==> config.mk <==
export PLATFORM = sky130hd
export DESIGN_NAME = midpoint_circle_span_generator
export DESIGN_NICKNAME = d
export VERILOG_FILES = /design/src/design/mcsg_pkg.sv /design/src/design/midpoint_circle_span_generator.sv /design/src/design/mcsg_step.sv /design/src/design/mcsg_span.sv
export SDC_FILE = /design/constraint.sdc
export NUM_CORES = 1
export LEC_CHECK = 0
export BUFFER_PORTS_ARGS = -buffer_cell sky130_fd_sc_hd__buf_4
export CAP_MARGIN = 10
export CORE_UTILIZATION = 30
export DETAILED_ROUTE_END_ITERATION = 10
export GPL_TIMING_DRIVEN = 0
export PLACE_DENSITY_LB_ADDON = 0.12
export SYNTH_ARGS = -nofsm -noshare
export SYNTH_HDL_FRONTEND = slang
export SYNTH_SLANG_ARGS = --single-unit
==> constraint.sdc <==
create_clock -name i_clk -period 5.1 [get_ports i_clk]
set_input_delay 0.765 -clock i_clk [delete_from_list [all_inputs] [get_ports i_clk]]
set_output_delay 0.765 -clock i_clk [all_outputs]
set_load 0.1 [all_outputs]
==> src/design/mcsg_pkg.sv <==
// Shared types and codes for the midpoint circle span generator.
// No dependencies; the step and span modules use it by scoped names.
`default_nettype none

package mcsg_pkg;

    localparam logic OP_START = 1'b0;
    localparam logic OP_STEP  = 1'b1;

    typedef struct packed {
        logic valid;
        logic done;
    } t_job_ctrl;

endpackage

`default_nettype wire

==> src/design/midpoint_circle_span_generator.sv <==
// Filled-circle span generator: top level joining the octant stepper and span serializer.
// Depends on mcsg_pkg, mcsg_step and mcsg_span.
// The first span of an item passes through the serializer's point registers, then its output registers.
// The four spans of an item share one output port; a new item is taken as the fourth span is loaded.
// A step with no circle in progress is accepted and yields no span.
// Reset (synchronous, active low) clears the circle state and empties the output.
`default_nettype none

module midpoint_circle_span_generator #(
    parameter int COORD_BITS = 12
) (
    input  wire logic                     i_clk,
    input  wire logic                     i_rst_n,
    input  wire logic                     i_s_axis_tvalid,
    output logic                          o_s_axis_tready,
    // center_x, center_y, radius, zero fill
    input  wire logic [((3*COORD_BITS-1+7)/8)*8-1:0] i_s_axis_tdata,
    // op
    input  wire logic                     i_s_axis_tuser,
    output logic                          o_m_axis_tvalid,
    input  wire logic                     i_m_axis_tready,
    // column, row_top, row_bottom, zero fill
    output logic [((3*(COORD_BITS+2)+7)/8)*8-1:0] o_m_axis_tdata,
    // last_of_step
    output logic                          o_m_axis_tlast,
    // circle_done
    output logic                          o_m_axis_tuser
);

    localparam int IN_W  = ((3*COORD_BITS-1+7)/8)*8;
    localparam int OUT_W = ((3*(COORD_BITS+2)+7)/8)*8;
    localparam int O_W   = COORD_BITS + 2;

    mcsg_pkg::t_job_ctrl          w_job;
    logic [COORD_BITS-1:0]        w_cx;
    logic [COORD_BITS-1:0]        w_cy;
    logic [COORD_BITS-2:0]        w_x;
    logic [COORD_BITS-2:0]        w_y;
    logic                         w_ready;
    logic                         w_accept;
    logic signed [O_W-1:0]        w_column;
    logic signed [O_W-1:0]        w_row_top;
    logic signed [O_W-1:0]        w_row_bottom;

    assign w_accept        = i_s_axis_tvalid && w_ready;
    assign o_s_axis_tready = w_ready;

    mcsg_step #(
        .COORD_BITS (COORD_BITS)
    ) u_step (
        .i_clk      (i_clk),
        .i_rst_n    (i_rst_n),
        .i_accept   (w_accept),
        .i_op       (i_s_axis_tuser),
        .i_center_x (i_s_axis_tdata[COORD_BITS-1:0]),
        .i_center_y (i_s_axis_tdata[2*COORD_BITS-1:COORD_BITS]),
        .i_radius   (i_s_axis_tdata[3*COORD_BITS-2:2*COORD_BITS]),
        .o_job      (w_job),
        .o_cx       (w_cx),
        .o_cy       (w_cy),
        .o_x        (w_x),
        .o_y        (w_y)
    );

    mcsg_span #(
        .COORD_BITS (COORD_BITS)
    ) u_span (
        .i_clk        (i_clk),
        .i_rst_n      (i_rst_n),
        .i_job        (w_job),
        .i_cx         (w_cx),
        .i_cy         (w_cy),
        .i_x          (w_x),
        .i_y          (w_y),
        .o_ready      (w_ready),
        .o_valid      (o_m_axis_tvalid),
        .i_out_ready  (i_m_axis_tready),
        .o_column     (w_column),
        .o_row_top    (w_row_top),
        .o_row_bottom (w_row_bottom),
        .o_last       (o_m_axis_tlast),
        .o_done       (o_m_axis_tuser)
    );

    assign o_m_axis_tdata = OUT_W'({w_row_bottom, w_row_top, w_column});

    logic w_unused_in;
    assign w_unused_in = ^{1'b0, i_s_axis_tdata[IN_W-1:3*COORD_BITS-1]};

endmodule

`default_nettype wire

==> src/design/mcsg_step.sv <==
// Octant stepper: holds the circle state and applies one start or step item per cycle while i_accept is high.
// Depends on mcsg_pkg for the operation codes and the job control struct.
`default_nettype none

module mcsg_step #(
    parameter int COORD_BITS = 12
) (
    input  wire logic                  i_clk,
    input  wire logic                  i_rst_n,
    input  wire logic                  i_accept,
    input  wire logic                  i_op,
    input  wire logic [COORD_BITS-1:0] i_center_x,
    input  wire logic [COORD_BITS-1:0] i_center_y,
    input  wire logic [COORD_BITS-2:0] i_radius,
    output mcsg_pkg::t_job_ctrl        o_job,
    output logic      [COORD_BITS-1:0] o_cx,
    output logic      [COORD_BITS-1:0] o_cy,
    output logic      [COORD_BITS-2:0] o_x,
    output logic      [COORD_BITS-2:0] o_y
);

    localparam int X_W = COORD_BITS - 1;
    localparam int E_W = COORD_BITS + 1;
    localparam int D_W = COORD_BITS + 2;

    logic [COORD_BITS-1:0] r_cx, n_cx;
    logic [COORD_BITS-1:0] r_cy, n_cy;
    logic [X_W-1:0]        r_x, n_x;
    logic [X_W-1:0]        r_y, n_y;
    logic signed [D_W-1:0] r_dec, n_dec;
    logic [E_W-1:0]        r_east, n_east;
    logic signed [D_W-1:0] r_se, n_se;
    logic                  r_active, n_active;
    logic                  w_produce;
    logic                  w_done;

    always_comb begin
        n_cx      = r_cx;
        n_cy      = r_cy;
        n_x       = r_x;
        n_y       = r_y;
        n_dec     = r_dec;
        n_east    = r_east;
        n_se      = r_se;
        w_produce = 1'b0;
        if (i_accept) begin
            if (i_op == mcsg_pkg::OP_START) begin
                n_cx      = i_center_x;
                n_cy      = i_center_y;
                n_x       = '0;
                n_y       = i_radius;
                n_dec     = D_W'(1) - D_W'(i_radius);
                n_east    = E_W'(3);
                n_se      = D_W'(5) - D_W'({i_radius, 1'b0});
                w_produce = 1'b1;
            end else if (r_active && (r_x < r_y)) begin
                n_x = r_x + X_W'(1);
                if (r_dec < 0) begin
                    n_dec = r_dec + $signed({1'b0, r_east});
                    n_se  = r_se + D_W'(2);
                end else begin
                    n_dec = r_dec + r_se;
                    n_se  = r_se + D_W'(4);
                    n_y   = r_y - X_W'(1);
                end
                n_east    = r_east + E_W'(2);
                w_produce = 1'b1;
            end
        end
        w_done = (n_x >= n_y);
        if (i_accept) begin
            n_active = w_produce & ~w_done;
        end else begin
            n_active = r_active;
        end
    end

    always_ff @(posedge i_clk) begin
        if (!i_rst_n) begin
            r_cx     <= '0;
            r_cy     <= '0;
            r_x      <= '0;
            r_y      <= '0;
            r_dec    <= '0;
            r_east   <= '0;
            r_se     <= '0;
            r_active <= 1'b0;
        end else begin
            r_cx     <= n_cx;
            r_cy     <= n_cy;
            r_x      <= n_x;
            r_y      <= n_y;
            r_dec    <= n_dec;
            r_east   <= n_east;
            r_se     <= n_se;
            r_active <= n_active;
        end
    end

    assign o_job.valid = w_produce;
    assign o_job.done  = w_done;
    assign o_cx        = n_cx;
    assign o_cy        = n_cy;
    assign o_x         = n_x;
    assign o_y         = n_y;

endmodule

`default_nettype wire

==> src/design/mcsg_span.sv <==
// Span serializer: holds one octant point and emits its four vertical spans in turn.
// Depends on mcsg_pkg for the job control struct.
`default_nettype none

module mcsg_span #(
    parameter int COORD_BITS = 12
) (
    input  wire logic                         i_clk,
    input  wire logic                         i_rst_n,
    input  wire mcsg_pkg::t_job_ctrl          i_job,
    input  wire logic        [COORD_BITS-1:0] i_cx,
    input  wire logic        [COORD_BITS-1:0] i_cy,
    input  wire logic        [COORD_BITS-2:0] i_x,
    input  wire logic        [COORD_BITS-2:0] i_y,
    output logic                              o_ready,
    output logic                              o_valid,
    input  wire logic                         i_out_ready,
    output logic signed      [COORD_BITS+1:0] o_column,
    output logic signed      [COORD_BITS+1:0] o_row_top,
    output logic signed      [COORD_BITS+1:0] o_row_bottom,
    output logic                              o_last,
    output logic                              o_done
);

    localparam int X_W = COORD_BITS - 1;
    localparam int O_W = COORD_BITS + 2;

    logic                  r_busy;
    logic [1:0]            r_idx;
    logic [COORD_BITS-1:0] r_cx;
    logic [COORD_BITS-1:0] r_cy;
    logic [X_W-1:0]        r_x;
    logic [X_W-1:0]        r_y;
    logic                  r_done;
    logic                  r_valid;
    logic signed [O_W-1:0] r_col;
    logic signed [O_W-1:0] r_top;
    logic signed [O_W-1:0] r_bot;
    logic                  r_last;
    logic                  r_done_o;
    logic                  w_load;
    logic                  w_finish;
    logic signed [O_W-1:0] w_cx;
    logic signed [O_W-1:0] w_cy;
    logic signed [O_W-1:0] w_a;
    logic signed [O_W-1:0] w_b;

    assign w_load   = r_busy && (!r_valid || i_out_ready);
    assign w_finish = w_load && (r_idx == 2'd3);
    assign o_ready  = !r_busy || w_finish;

    assign w_cx = $signed({2'b00, r_cx});
    assign w_cy = $signed({2'b00, r_cy});
    assign w_a  = $signed({3'b000, (r_idx[1] ? r_y : r_x)});
    assign w_b  = $signed({3'b000, (r_idx[1] ? r_x : r_y)});

    always_ff @(posedge i_clk) begin
        if (!i_rst_n) begin
            r_busy <= 1'b0;
            r_idx  <= '0;
        end else begin
            if (o_ready && i_job.valid) begin
                r_busy <= 1'b1;
                r_idx  <= '0;
            end else if (w_finish) begin
                r_busy <= 1'b0;
                r_idx  <= '0;
            end else if (w_load) begin
                r_idx <= r_idx + 2'd1;
            end
        end
    end

    always_ff @(posedge i_clk) begin
        if (o_ready && i_job.valid) begin
            r_cx   <= i_cx;
            r_cy   <= i_cy;
            r_x    <= i_x;
            r_y    <= i_y;
            r_done <= i_job.done;
        end
    end

    always_ff @(posedge i_clk) begin
        if (!i_rst_n) begin
            r_valid <= 1'b0;
        end else if (w_load) begin
            r_valid <= 1'b1;
        end else if (i_out_ready) begin
            r_valid <= 1'b0;
        end
    end

    always_ff @(posedge i_clk) begin
        if (w_load) begin
            r_col    <= r_idx[0] ? (w_cx - w_a) : (w_cx + w_a);
            r_top    <= w_cy - w_b;
            r_bot    <= w_cy + w_b;
            r_last   <= (r_idx == 2'd3);
            r_done_o <= r_done;
        end
    end

    assign o_valid      = r_valid;
    assign o_column     = r_col;
    assign o_row_top    = r_top;
    assign o_row_bottom = r_bot;
    assign o_last       = r_last;
    assign o_done       = r_done_o;

    a_idle_idx_zero: assert property (@(posedge i_clk) disable iff (!i_rst_n)
        !r_busy |-> (r_idx == 2'd0))
        else $error("span index nonzero while idle");

    a_job_taken: assert property (@(posedge i_clk) disable iff (!i_rst_n)
        (o_ready && i_job.valid) |=> (r_busy && (r_idx == 2'd0)))
        else $error("job accepted but serializer not started");

    a_fourth_last: assert property (@(posedge i_clk) disable iff (!i_rst_n)
        w_finish |=> (r_valid && r_last))
        else $error("fourth span not marked last");

    a_last_frees: assert property (@(posedge i_clk) disable iff (!i_rst_n)
        (w_load && (r_idx != 2'd3)) |=> (r_valid && !r_last))
        else $error("early span marked last");

endmodule

`default_nettype wire

## Word-level counts from Yosys, hierarchy flattened

Index checks and enable logic that the tools add are counted.

| word-level totals | value |
|---|---|
| flip-flop bits (word level) | 183 |
| bits in latches | 0 |
| RAM bits | 0 |
| ROM bits | 0 |
| input bits | 45 |
| output and inout bits | 52 |
| logic and storage cells | 85 |
| memories kept | 0 |

| cells by class | value |
|---|---|
| $add $sub $neg | 14 |
| multipliers | 0 |
| divide/modulo/power cells | 0 |
| magnitude comparators | 3 |
| equality and inequality tests | 2 |
| shifts and indexed selects | 0 |
| mux-type cells | 29 |
| bitwise logic cells | 3 |
| reduce and logical (&&, ||, !) cells | 13 |

Operators with widths:

| cell | number |
|---|---|
| 2-to-1 mux 11 bit | 9 |
| 2-to-1 mux 14 bit | 7 |
| 2-to-1 mux 12 bit | 4 |
| adder 14 bit | 2 |
| adder 12 x 11 -> 13 bit | 2 |
| 2-to-1 mux 13 bit | 2 |
| subtractor 12 x 11 -> 13 bit | 2 |
| adder 14 x 3 -> 14 bit (second input constant) | 1 |
| adder 14 x 4 -> 14 bit (second input constant) | 1 |
| < comparator 14 x 1 -> 1 bit (second input constant) | 1 |
| adder 13 x 2 -> 13 bit (second input constant) | 1 |
| subtractor 3 x 12 -> 13 bit (first input constant) | 1 |
| subtractor 1 x 11 -> 12 bit (first input constant) | 1 |
| adder 11 x 1 -> 11 bit (second input constant) | 1 |
| >= comparator 11 bit | 1 |
| < comparator 11 bit | 1 |
| subtractor 11 x 1 -> 11 bit (second input constant) | 1 |
| 2-to-1 mux 1 bit | 7 |
| logical AND 1 bit | 5 |
| nonzero test 2 bit | 2 |
| OR reduction 3 bit | 1 |
| adder 2 x 1 -> 2 bit (second input constant) | 1 |
| equality test 2 bit (second input constant) | 1 |
| zero test 1 bit | 2 |
| other kinds (5) | 7 |

## Depth between registers and ports, before layout

Gate-level depths: netlist of the first run.

| depth | value |
|---|---|
| depth after elaboration | 10 |
| mapped depth | 16 |
| gate-level depth less buffers | 15 |

## Cells and area by module

From an unflattened synthesis of the first run, not the netlist that was laid out.

| unflattened totals | value |
|---|---|
| cells, all modules | 1219 |
| area total of the unflattened synthesis | 11111.9 um^2 |

By module, submodules not included:

| module | instances | cells an instance | area each (um^2) |
|---|---|---|---|
| mcsg_step | 1 | 774 | 5838.1 |
| mcsg_span | 1 | 437 | 5218.8 |
| midpoint_circle_span_generator | 1 | 8 | 55.1 |

## Worst setup path before layout of the first run

Ideal clock, no wire load.

| timing path | value |
|---|---|
| path kind | register -> register |
| start | reg u_span.r_valid (netlist: u_span.o_valid) |
| end | reg u_span.r_done, data pin |
| setup time | 258 ps |
| arrival time | 3976 ps |
| path slack | 866 ps |
| cell stages (with the launch flop) | 15 |
| buffers on the path | 2 |
| period minus slack after synthesis | 4234 ps |
| cell sequence | dfxtp_1 nand2b_1 a21boi_1 inv_2 nand3_1 clkbuf_1 buf_2 o311ai_0 nand2_1 ha_1 o211a_1 a2111oi_0 o21ai_0 a31oi_1 nor2_1 |

| on the way | value |
|---|---|
| word-level cells in the longest chain between the ends | 8 |
| elaborated cells on any way between the ends | 9 |
| classes of those cells | order compare: 1; mux: 2; reduce/logical: 6 |

RTL lines:

| what | RTL line | RTL |
|---|---|---|
| from (decl) | mcsg_span.sv:35 | `logic r_valid;` |
| from (signal assigned) | mcsg_span.sv:86 | `r_valid <= 1'b0;` |
| from (signal assigned) | mcsg_span.sv:88 | `r_valid <= 1'b1;` |
| from (signal assigned) | mcsg_span.sv:90 | `r_valid <= 1'b0;` |
| zero test 1 bit | mcsg_span.sv:48 | `assign w_load = r_busy && (!r_valid \|\| i_out_ready);` |
| logical OR 1 bit | mcsg_span.sv:48 |  |
| logical AND 1 bit | mcsg_span.sv:48 |  |
| logical AND 1 bit | mcsg_span.sv:49 | `assign w_finish = w_load && (r_idx == 2'd3);` |
| logical OR 1 bit | mcsg_span.sv:50 | `assign o_ready = !r_busy \|\| w_finish;` |
| net o_s_axis_tready | midpoint_circle_span_generator.sv:15 | `output logic o_s_axis_tready,` |
| logical AND 1 bit | midpoint_circle_span_generator.sv:45 | `assign w_accept = i_s_axis_tvalid && w_ready;` |
| 2-to-1 mux 11 bit | mcsg_step.sv:46 | `if (i_accept) begin` |
| net u_span.i_x[7] | mcsg_span.sv:13 | `input wire logic [COORD_BITS-2:0] i_x,` |
| >= comparator 11 bit | mcsg_step.sv:70 | `w_done = (n_x >= n_y);` |
| net u_step.w_done | mcsg_step.sv:35 | `logic w_done;` |
| to (signal assigned) | mcsg_span.sv:80 | `r_done <= i_job.done;` |
| to (decl) | mcsg_span.sv:34 | `logic r_done;` |

The timed path passes the listed nets, and every way through them passes these cells.
A chain may end at the register's enable or synchronous reset.

## Worst setup path in the final report of the first run

| timing path | value |
|---|---|
| start | reg u_span.r_idx[0] |
| end | reg u_step.r_active |

| on the way | value |
|---|---|
| word-level cells in the longest chain between the ends | 8 |
| elaborated cells on any way between the ends | 10 |
| classes of those cells | order compare: 1; eq/ne: 1; mux: 3; bitwise: 2; reduce/logical: 3 |

RTL lines:

| what | RTL line | RTL |
|---|---|---|
| from (decl) | mcsg_span.sv:29 | `logic [1:0] r_idx;` |
| from (signal assigned) | mcsg_span.sv:69 | `r_idx <= r_idx + 2'd1;` |
| equality test 2 bit | mcsg_span.sv:49 |  |
| logical AND 1 bit | mcsg_span.sv:49 |  |
| logical OR 1 bit | mcsg_span.sv:50 |  |
| logical AND 1 bit | midpoint_circle_span_generator.sv:45 |  |
| 2-to-1 mux 11 bit | mcsg_step.sv:46 |  |
| net u_span.i_x[7] | mcsg_span.sv:13 |  |
| >= comparator 11 bit | mcsg_step.sv:70 |  |
| inverter 1 bit | mcsg_step.sv:72 | `n_active = w_produce & ~w_done;` |
| AND 1 bit | mcsg_step.sv:72 |  |
| to (signal assigned) | mcsg_step.sv:96 | `r_active <= n_active;` |
| to (decl) | mcsg_step.sv:33 | `logic r_active, n_active;` |

The timed path passes the listed nets, and every way through them passes these cells.

==> results of run 1 <==
final cells by class:
class	count	area, um2	area share
inverter	81	304	0.0230
tap	504	631	0.0476
clock buffer	17	425	0.0321
clock inverter	15	189	0.0143
sequential	179	4460	0.337
timing repair buffer	80	626	0.0472
multi-input combinational	937	6290	0.475
buffer	69	310	0.0234
cell usage after synthesis, drive strengths merged (5+ instances only):
library cell | count | area share
nand2 | 147 | 0.049
a21oi | 96 | 0.042
dfxtp | 91 | 0.16
nor2 | 90 | 0.030
edfxtp | 88 | 0.23
ha | 87 | 0.096
inv | 79 | 0.026
o21ai | 57 | 0.025
clkbuf | 42 | 0.014
xnor2 | 36 | 0.028
nor3 | 35 | 0.016
nand3 | 34 | 0.015
mux2i | 28 | 0.025
buf | 27 | 0.013
o211ai | 19 | 0.013
xor2 | 19 | 0.015
a31oi | 17 | 0.0094
a211oi | 15 | 0.010
nor2b | 14 | 0.0077
o31ai | 14 | 0.0093
or3 | 14 | 0.0077
mux2 | 13 | 0.013
nand4 | 11 | 0.0061
nor4 | 11 | 0.0066
o21a | 10 | 0.0066
or4 | 10 | 0.0066
a2111oi | 9 | 0.0069
and3 | 9 | 0.0050
o211a | 9 | 0.0079
and2 | 8 | 0.0046
a21o | 7 | 0.0046
nand2b | 7 | 0.0039
o21bai | 7 | 0.0046
a211o | 6 | 0.0046
a22oi | 6 | 0.0040
a311oi | 6 | 0.0046
or2 | 6 | 0.0033
a21boi | 5 | 0.0033
fa | 5 | 0.0088
o311ai | 5 | 0.0039
o31a | 5 | 0.0039
worst max path at each step:
stage                                       from                            to  slack, ns  cells past startpoint
finish              u_span.r_idx[0]$_SDFFE_PP0P_  u_step.r_active$_SDFFE_PN0P_       0.47                     15
global route        u_span.r_idx[0]$_SDFFE_PP0P_  u_step.r_active$_SDFFE_PN0P_       0.02                     15
CTS                 u_span.r_idx[0]$_SDFFE_PP0P_  u_step.r_active$_SDFFE_PN0P_       0.43                     15
detailed placement               i_m_axis_tready  u_step.r_active$_SDFFE_PN0P_       0.02                     16
global placement                 i_m_axis_tready  u_step.r_active$_SDFFE_PN0P_      -0.02                     16
floorplan            u_span.o_valid$_SDFFE_PN0P_       u_span.r_done$_DFFE_PP_       0.87                     14
registers in the layout (all words and copies together) (netlist names):
signal and flops:
u_step.r_active 1, u_span.r_y 11, u_span.o_last 1, u_span.r_x 11, u_span.r_cy 12, u_span.r_idx 2, u_span.o_column 14, u_step.r_cx 12
u_span.r_cx 12, u_step.r_se 14, u_span.r_busy 1, u_step.r_x 11, u_span.o_valid 1, u_step.r_dec 14, u_step.r_east 12, u_step.r_cy 12
u_step.r_y 11, u_span.o_row_top 12, u_span.o_row_bottom 13, u_span.r_done 1, u_span.o_done 1
metal layers:
metal | wire [um] | share of wire
met1 | 17000 | 0.47
met5 | 0 | 0
met2 | 16800 | 0.47
met3 | 1370 | 0.038
met4 | 609 | 0.017
through the flow:
stage	hold WS [ns]	power (W)	instance area, um2
after floorplan	0.400	0.00278	11400
after global placement	0.412	0.00314	12600
after detailed placement	0.417	0.00316	12600
after CTS	0.436	0.00458	13200
after global routing	0.451	0.00476	13200
final	0.429	0.00453	13200
power by group through the flow:
| stage | clock [W] | sequential, W | combinational, W |
|---|---|---|---|
| after floorplan | 0 | 0.00202 | 0.000755 |
| after global placement | 0 | 0.00177 | 0.00137 |
| after detailed placement | 0 | 0.00177 | 0.00139 |
| after CTS | 0.00145 | 0.00173 | 0.00140 |
| after global routing | 0.00150 | 0.00175 | 0.00152 |
| final | 0.00140 | 0.00173 | 0.00139 |
cell families (layout without fill, tap and decap cells):
family,Yosys count,after routing,synth area share
xor+xnor,55,55,0.0424
fa+ha+maj,92,92,0.105
mux,41,41,0.0376
simple gates,410,410,0.171
compound gates,332,332,0.196
other cells,1,7,0.000330
buf+inv,150,262,0.0541
flops,179,179,0.393
worst register-to-register path, stage by stage (launching register included):
cell	delay (ns)
dfxtp_1	0.32
ha_1	0.27
a21boi_1	0.68
inv_2	0.28
nand3_1	0.19
clkbuf_1	0.57
buf_2	0.41
o311ai_0	0.19
nand2_1	0.13
ha_1	0.25
o211a_1	0.22
a2111oi_0	0.39
o21ai_0	0.15
a31oi_1	0.23
o21ai_0	0.14
a21oi_1	0.14
cells in the final DEF (no fill, tap or decap), types with 42 or more instances in the layout:
cell / count
nand2_1: 147
a21oi_1: 96
dfxtp_1: 91
nor2_1: 90
edfxtp_1: 88
ha_1: 87
buf_4: 87
inv_1: 75
o21ai_0: 54
clkbuf_1: 42
==> flow_summary.json, run 1 <==
{
  "outcome": "finished clean",
  "grt_overflow": 0,
  "setup_viol": 0,
  "placedCellCount": 1850,
  "use_met1": 0.256,
  "timing.reg2reg.setup_slack_ns": 0.47,
  "fin_tns_setup_ns": 0,
  "ys.warnings.count": 0,
  "dp_hpwl_um": 27600,
  "period_share": 0.909,
  "cts_buffers": 17,
  "holdPathStages": 0,
  "utilization": 0.358,
  "cp_top_family": "compound AO/OA/AOI/OAI gates",
  "routed_wl_um": 35700,
  "worst_slack_ns": 0.465,
  "ys.flop_type": "dfxtp_1",
  "min_from": "u_span.r_done$_DFFE_PP_",
  "clock_path_buffers": 2,
  "rr_endpoint": "u_step.r_active$_SDFFE_PN0P_",
  "fillers": 3861,
  "antenna_found_initial": 0,
  "area_growth_pct": 16.7,
  "fmax_ghz": 0.216,
  "grt-busiest-layer": "met2",
  "seq_area_frac_synth": 0.393,
  "cts_setup_buffers": 0,
  "postSynthCellCount": 1260,
  "power_density_nw_per_um2": 342,
  "async_reset_ff_frac": 0,
  "cts.clk_slew.worst_paths_ns": 0.08,
  "power.share.sequential": 0.383,
  "rsz0062_at_grt": "false",
  "r2r-start": "u_span.r_idx[0]$_SDFFE_PP0P_",
  "cts-root-buf": "clkbuf_16",
  "cts_tree": "built",
  "r2r_cells": 15,
  "drv_slew": 0,
  "path_max_fanout": 10,
  "cts.repair.resized": 0,
  "io_pins": 97,
  "min_path_type": "flop to flop",
  "cp-start-kind": "flop",
  "grt_pass1_wl_um": 55300,
  "max-vdd-ir-drop_uv": 262,
  "grtUsageMet3": 0.0275,
  "dr.first_iter.drc_count": 770,
  "die-area_um2": 38600,
  "htreeDepth": 4,
  "clk_latency_ns": 0.46,
  "p_sw_frac": 0.381,
  "holdBufCountCts": 0,
  "power_switching_w": 0.00173,
  "avgRoutedWirePerCell_um": 19.0,
  "power.internal_w": 0.00280,
  "fin_crit_ns": 4.63,
  "vias": 9729,
  "cp.buffers_inverters": 3,
  "crit_path_max_incr_delay_ns": 0.68,
  "pre_cts_slack_ns": 0.0165,
  "worstPathArrival_ns": 5.00,
  "grt_max_degree": 41,
  "drc": 0,
  "maxCapViolCount": 0,
  "gp_congestion": 0.907,
  "ys_types": 79,
  "via_per_inst": 5.17,
  "cp-end-kind": "flop",
  "drive_gt1_frac": 0.120,
  "grt_pass1_vias": 9323,
  "whs_endpoint": "u_span.o_done$_DFFE_PP_",
  "die_w_um": 197,
  "final_antenna_net_count": 0,
  "leakagePower_nw": 5.24,
  "comb_power_share": 0.308,
  "use_met2": 0.312,
  "final_nets": 1502,
  "max_slew.worst_pin.slew_ns": 1.15,
  "synth.avg_cell_area_um2": 9.01,
  "fp.dieH_um": 197,
  "cts_sinks": 179,
  "core_um2": 37000,
  "initial_core_util": 0.307,
  "relSlewSlack": 0.226,
  "cp_slowest_cell": "a21boi_1",
  "stdcell_count": 1882,
  "grt_use_total": 0.190,
  "synth-edff-count": 88,
  "skew_ns": 0.0168,
  "path_class": "flop to flop",
  "firstDrtPassIters": 5,
  "path_cells": "ha_1 > a21boi_1 > inv_2 > nand3_1 > clkbuf_1 > buf_2 > o311ai_0 > nand2_1 > ha_1 > o211a_1 > a2111oi_0 > o21ai_0 > a31oi_1 > o21ai_0 > a21oi_1",
  "ys_ff_latch": 179,
  "hold_viol": 0,
  "rows": 70,
  "crit_required_ns": 5.47,
  "diodes": 0,
  "port-buffer-count": 78,
  "p_clk_frac": 0.310,
  "syn-cell-area_um2": 11300
}
No activity file was read; power rests on OpenSTA's default activity.
==> run 2, diff against run 1 <==
- CORE_MARGIN: default -> 2
- MAX_ROUTING_LAYER: default -> met4
- clock period: 5.1 -> 4.4 ns (I/O delays scaled with it)
==> flow_summary.json, run 2 (synthesized netlist as in run 1, its figures left out) <==
{
  "outcome": "finished clean",
  "die-area_um2": 39400,
  "max-vdd-ir-drop_uv": 293,
  "timing.reg2reg.setup_slack_ns": 0.30,
  "cts_tree": "built",
  "placedCellCount": 1857,
  "max_slew.worst_pin.slew_ns": 1.24,
  "avgRoutedWirePerCell_um": 18.7,
  "whs_ns": 0.425,
  "p_sw_frac": 0.373,
  "cts.clk_slew.worst_paths_ns": 0.07,
  "initial_core_util": 0.303,
  "cts_buffers": 17,
  "clock_path_buffers": 2,
  "final_antenna_net_count": 0,
  "fmax_ghz": 0.244,
  "min_path_type": "flop to flop",
  "htreeDepth": 4,
  "fp.dieH_um": 199,
  "grt_max_degree": 41,
  "path_max_fanout": 5,
  "setup_viol": 0,
  "drive_gt1_frac": 0.132,
  "maxCapViolCount": 0,
  "period_share": 0.932,
  "relSlewSlack": 0.169,
  "core_um2": 37500,
  "r2r-start": "u_step.r_y[10]$_SDFF_PN0_",
  "utilization": 0.355,
  "holdBufCountCts": 0,
  "comb_power_share": 0.310,
  "diodes": 0,
  "vias": 9687,
  "rows": 71,
  "grt_pass1_wl_um": 54100,
  "area_growth_pct": 17.2,
  "stdcell_count": 1890,
  "dp_hpwl_um": 27300,
  "path_class": "flop to flop",
  "drv_slew": 0,
  "antenna_found_initial": 0,
  "fin_crit_ns": 4.10,
  "gp_congestion": 0.878,
  "power.share.sequential": 0.383,
  "worstPathArrival_ns": 4.47,
  "cp-start-kind": "flop",
  "drc": 0,
  "fin_tns_setup_ns": 0,
  "cts_sinks": 179,
  "die_w_um": 199,
  "final_cell_mix": "nand2_1, a21oi_1, nor2_1, dfxtp_1",
  "firstDrtPassIters": 6,
  "grt_pass1_vias": 9311,
  "power_density_nw_per_um2": 394,
  "power.internal_w": 0.00329,
  "final_nets": 1503,
  "crit_required_ns": 4.77,
  "io_pins": 97,
  "power_switching_w": 0.00195,
  "clk_latency_ns": 0.46,
  "dr.first_iter.drc_count": 738,
  "port-buffer-count": 78,
  "final_common_cell": "nand2_1",
  "p_clk_frac": 0.307,
  "cp-startpoint": "u_step.r_y[10]$_SDFF_PN0_",
  "via_per_inst": 5.13,
  "min_from": "u_span.r_done$_DFFE_PP_",
  "cts-root-buf": "clkbuf_16",
  "skew_ns": 0.0148,
  "routed_wl_um": 35300,
  "grt_use_total": 0.188,
  "hold_viol": 0,
  "grt_overflow": 0,
  "cp-end-kind": "flop",
  "leakagePower_nw": 5.26,
  "fillers": 3954
}
-- run 2: power groups by stage --
stage          logic (W)  clock network (W)  registers (W)
3_3_place_gp     0.00159                  0        0.00205
6_report         0.00162            0.00161        0.00201
2_1_floorplan   0.000875                  0        0.00234
4_1_cts          0.00161            0.00164        0.00201
5_1_grt          0.00176            0.00171        0.00202
3_5_place_dp     0.00161                  0        0.00205
-- run 2: per-stage QoR --
stage	total power [W]	setup WS (ns)	area, um2
floorplan	0.00322	0.166	11400
global placement	0.00364	-0.637	12600
detailed placement	0.00365	-0.647	12600
CTS	0.00526	0.00453	13200
global route	0.00550	-0.00744	13300
finish	0.00524	0.301	13300
-- run 2: worst max-delay path: stages, from the launching register on --
cell and delay (ns):
dfxtp_1 0.35, inv_1 0.09, ha_1 0.29, or3b_4 0.43, and2_4 0.18, or3_1 0.43
a2111oi_1 0.41, o211ai_1 0.21, inv_1 0.17, ha_1 0.26, o211a_1 0.16, a2111oi_2 0.36
o21ai_0 0.13, a31oi_1 0.24, o21ai_0 0.16, a21oi_1 0.15
-- run 2: routing by layer --
layer  vias up  track usage  wire length [um]
met5         -            -                 0
met4         0       0.0611               780
met3        44       0.0254              1560
met2       258        0.303             16400
met1      4598        0.244             16600
li1       4787            -                 -
-- run 2: path summary, 6_finish.rpt --
check,endpoint,cells past startpoint
min,u_span.o_done$_DFFE_PP_,0
max reg2reg,u_step.r_active$_SDFFE_PN0P_,15
max,u_step.r_active$_SDFFE_PN0P_,15
min reg2reg,u_span.o_done$_DFFE_PP_,0
-- run 2: cell type report --
class / count / area [um2] / area share
clock buffers: 17 / 425 / 0.0320
clock inverters: 15 / 166 / 0.0125
plain buffers: 69 / 322 / 0.0242
inverters: 81 / 304 / 0.0229
well taps: 511 / 639 / 0.0481
flip-flops and latches: 179 / 4470 / 0.336
multi-input cells: 937 / 6340 / 0.477
repair buffers: 81 / 633 / 0.0476
-- run 2: what timing repair did --
| item | CTS | global route |
|---|---|---|
| resized for setup | 2 | 27 |
| buffers inserted | 0 | 1 |
| pin swaps | 0 | 1 |
| setup endpoints to repair | 2 | 2 |
| endpoints found under the hold margin | 0 | 0 |
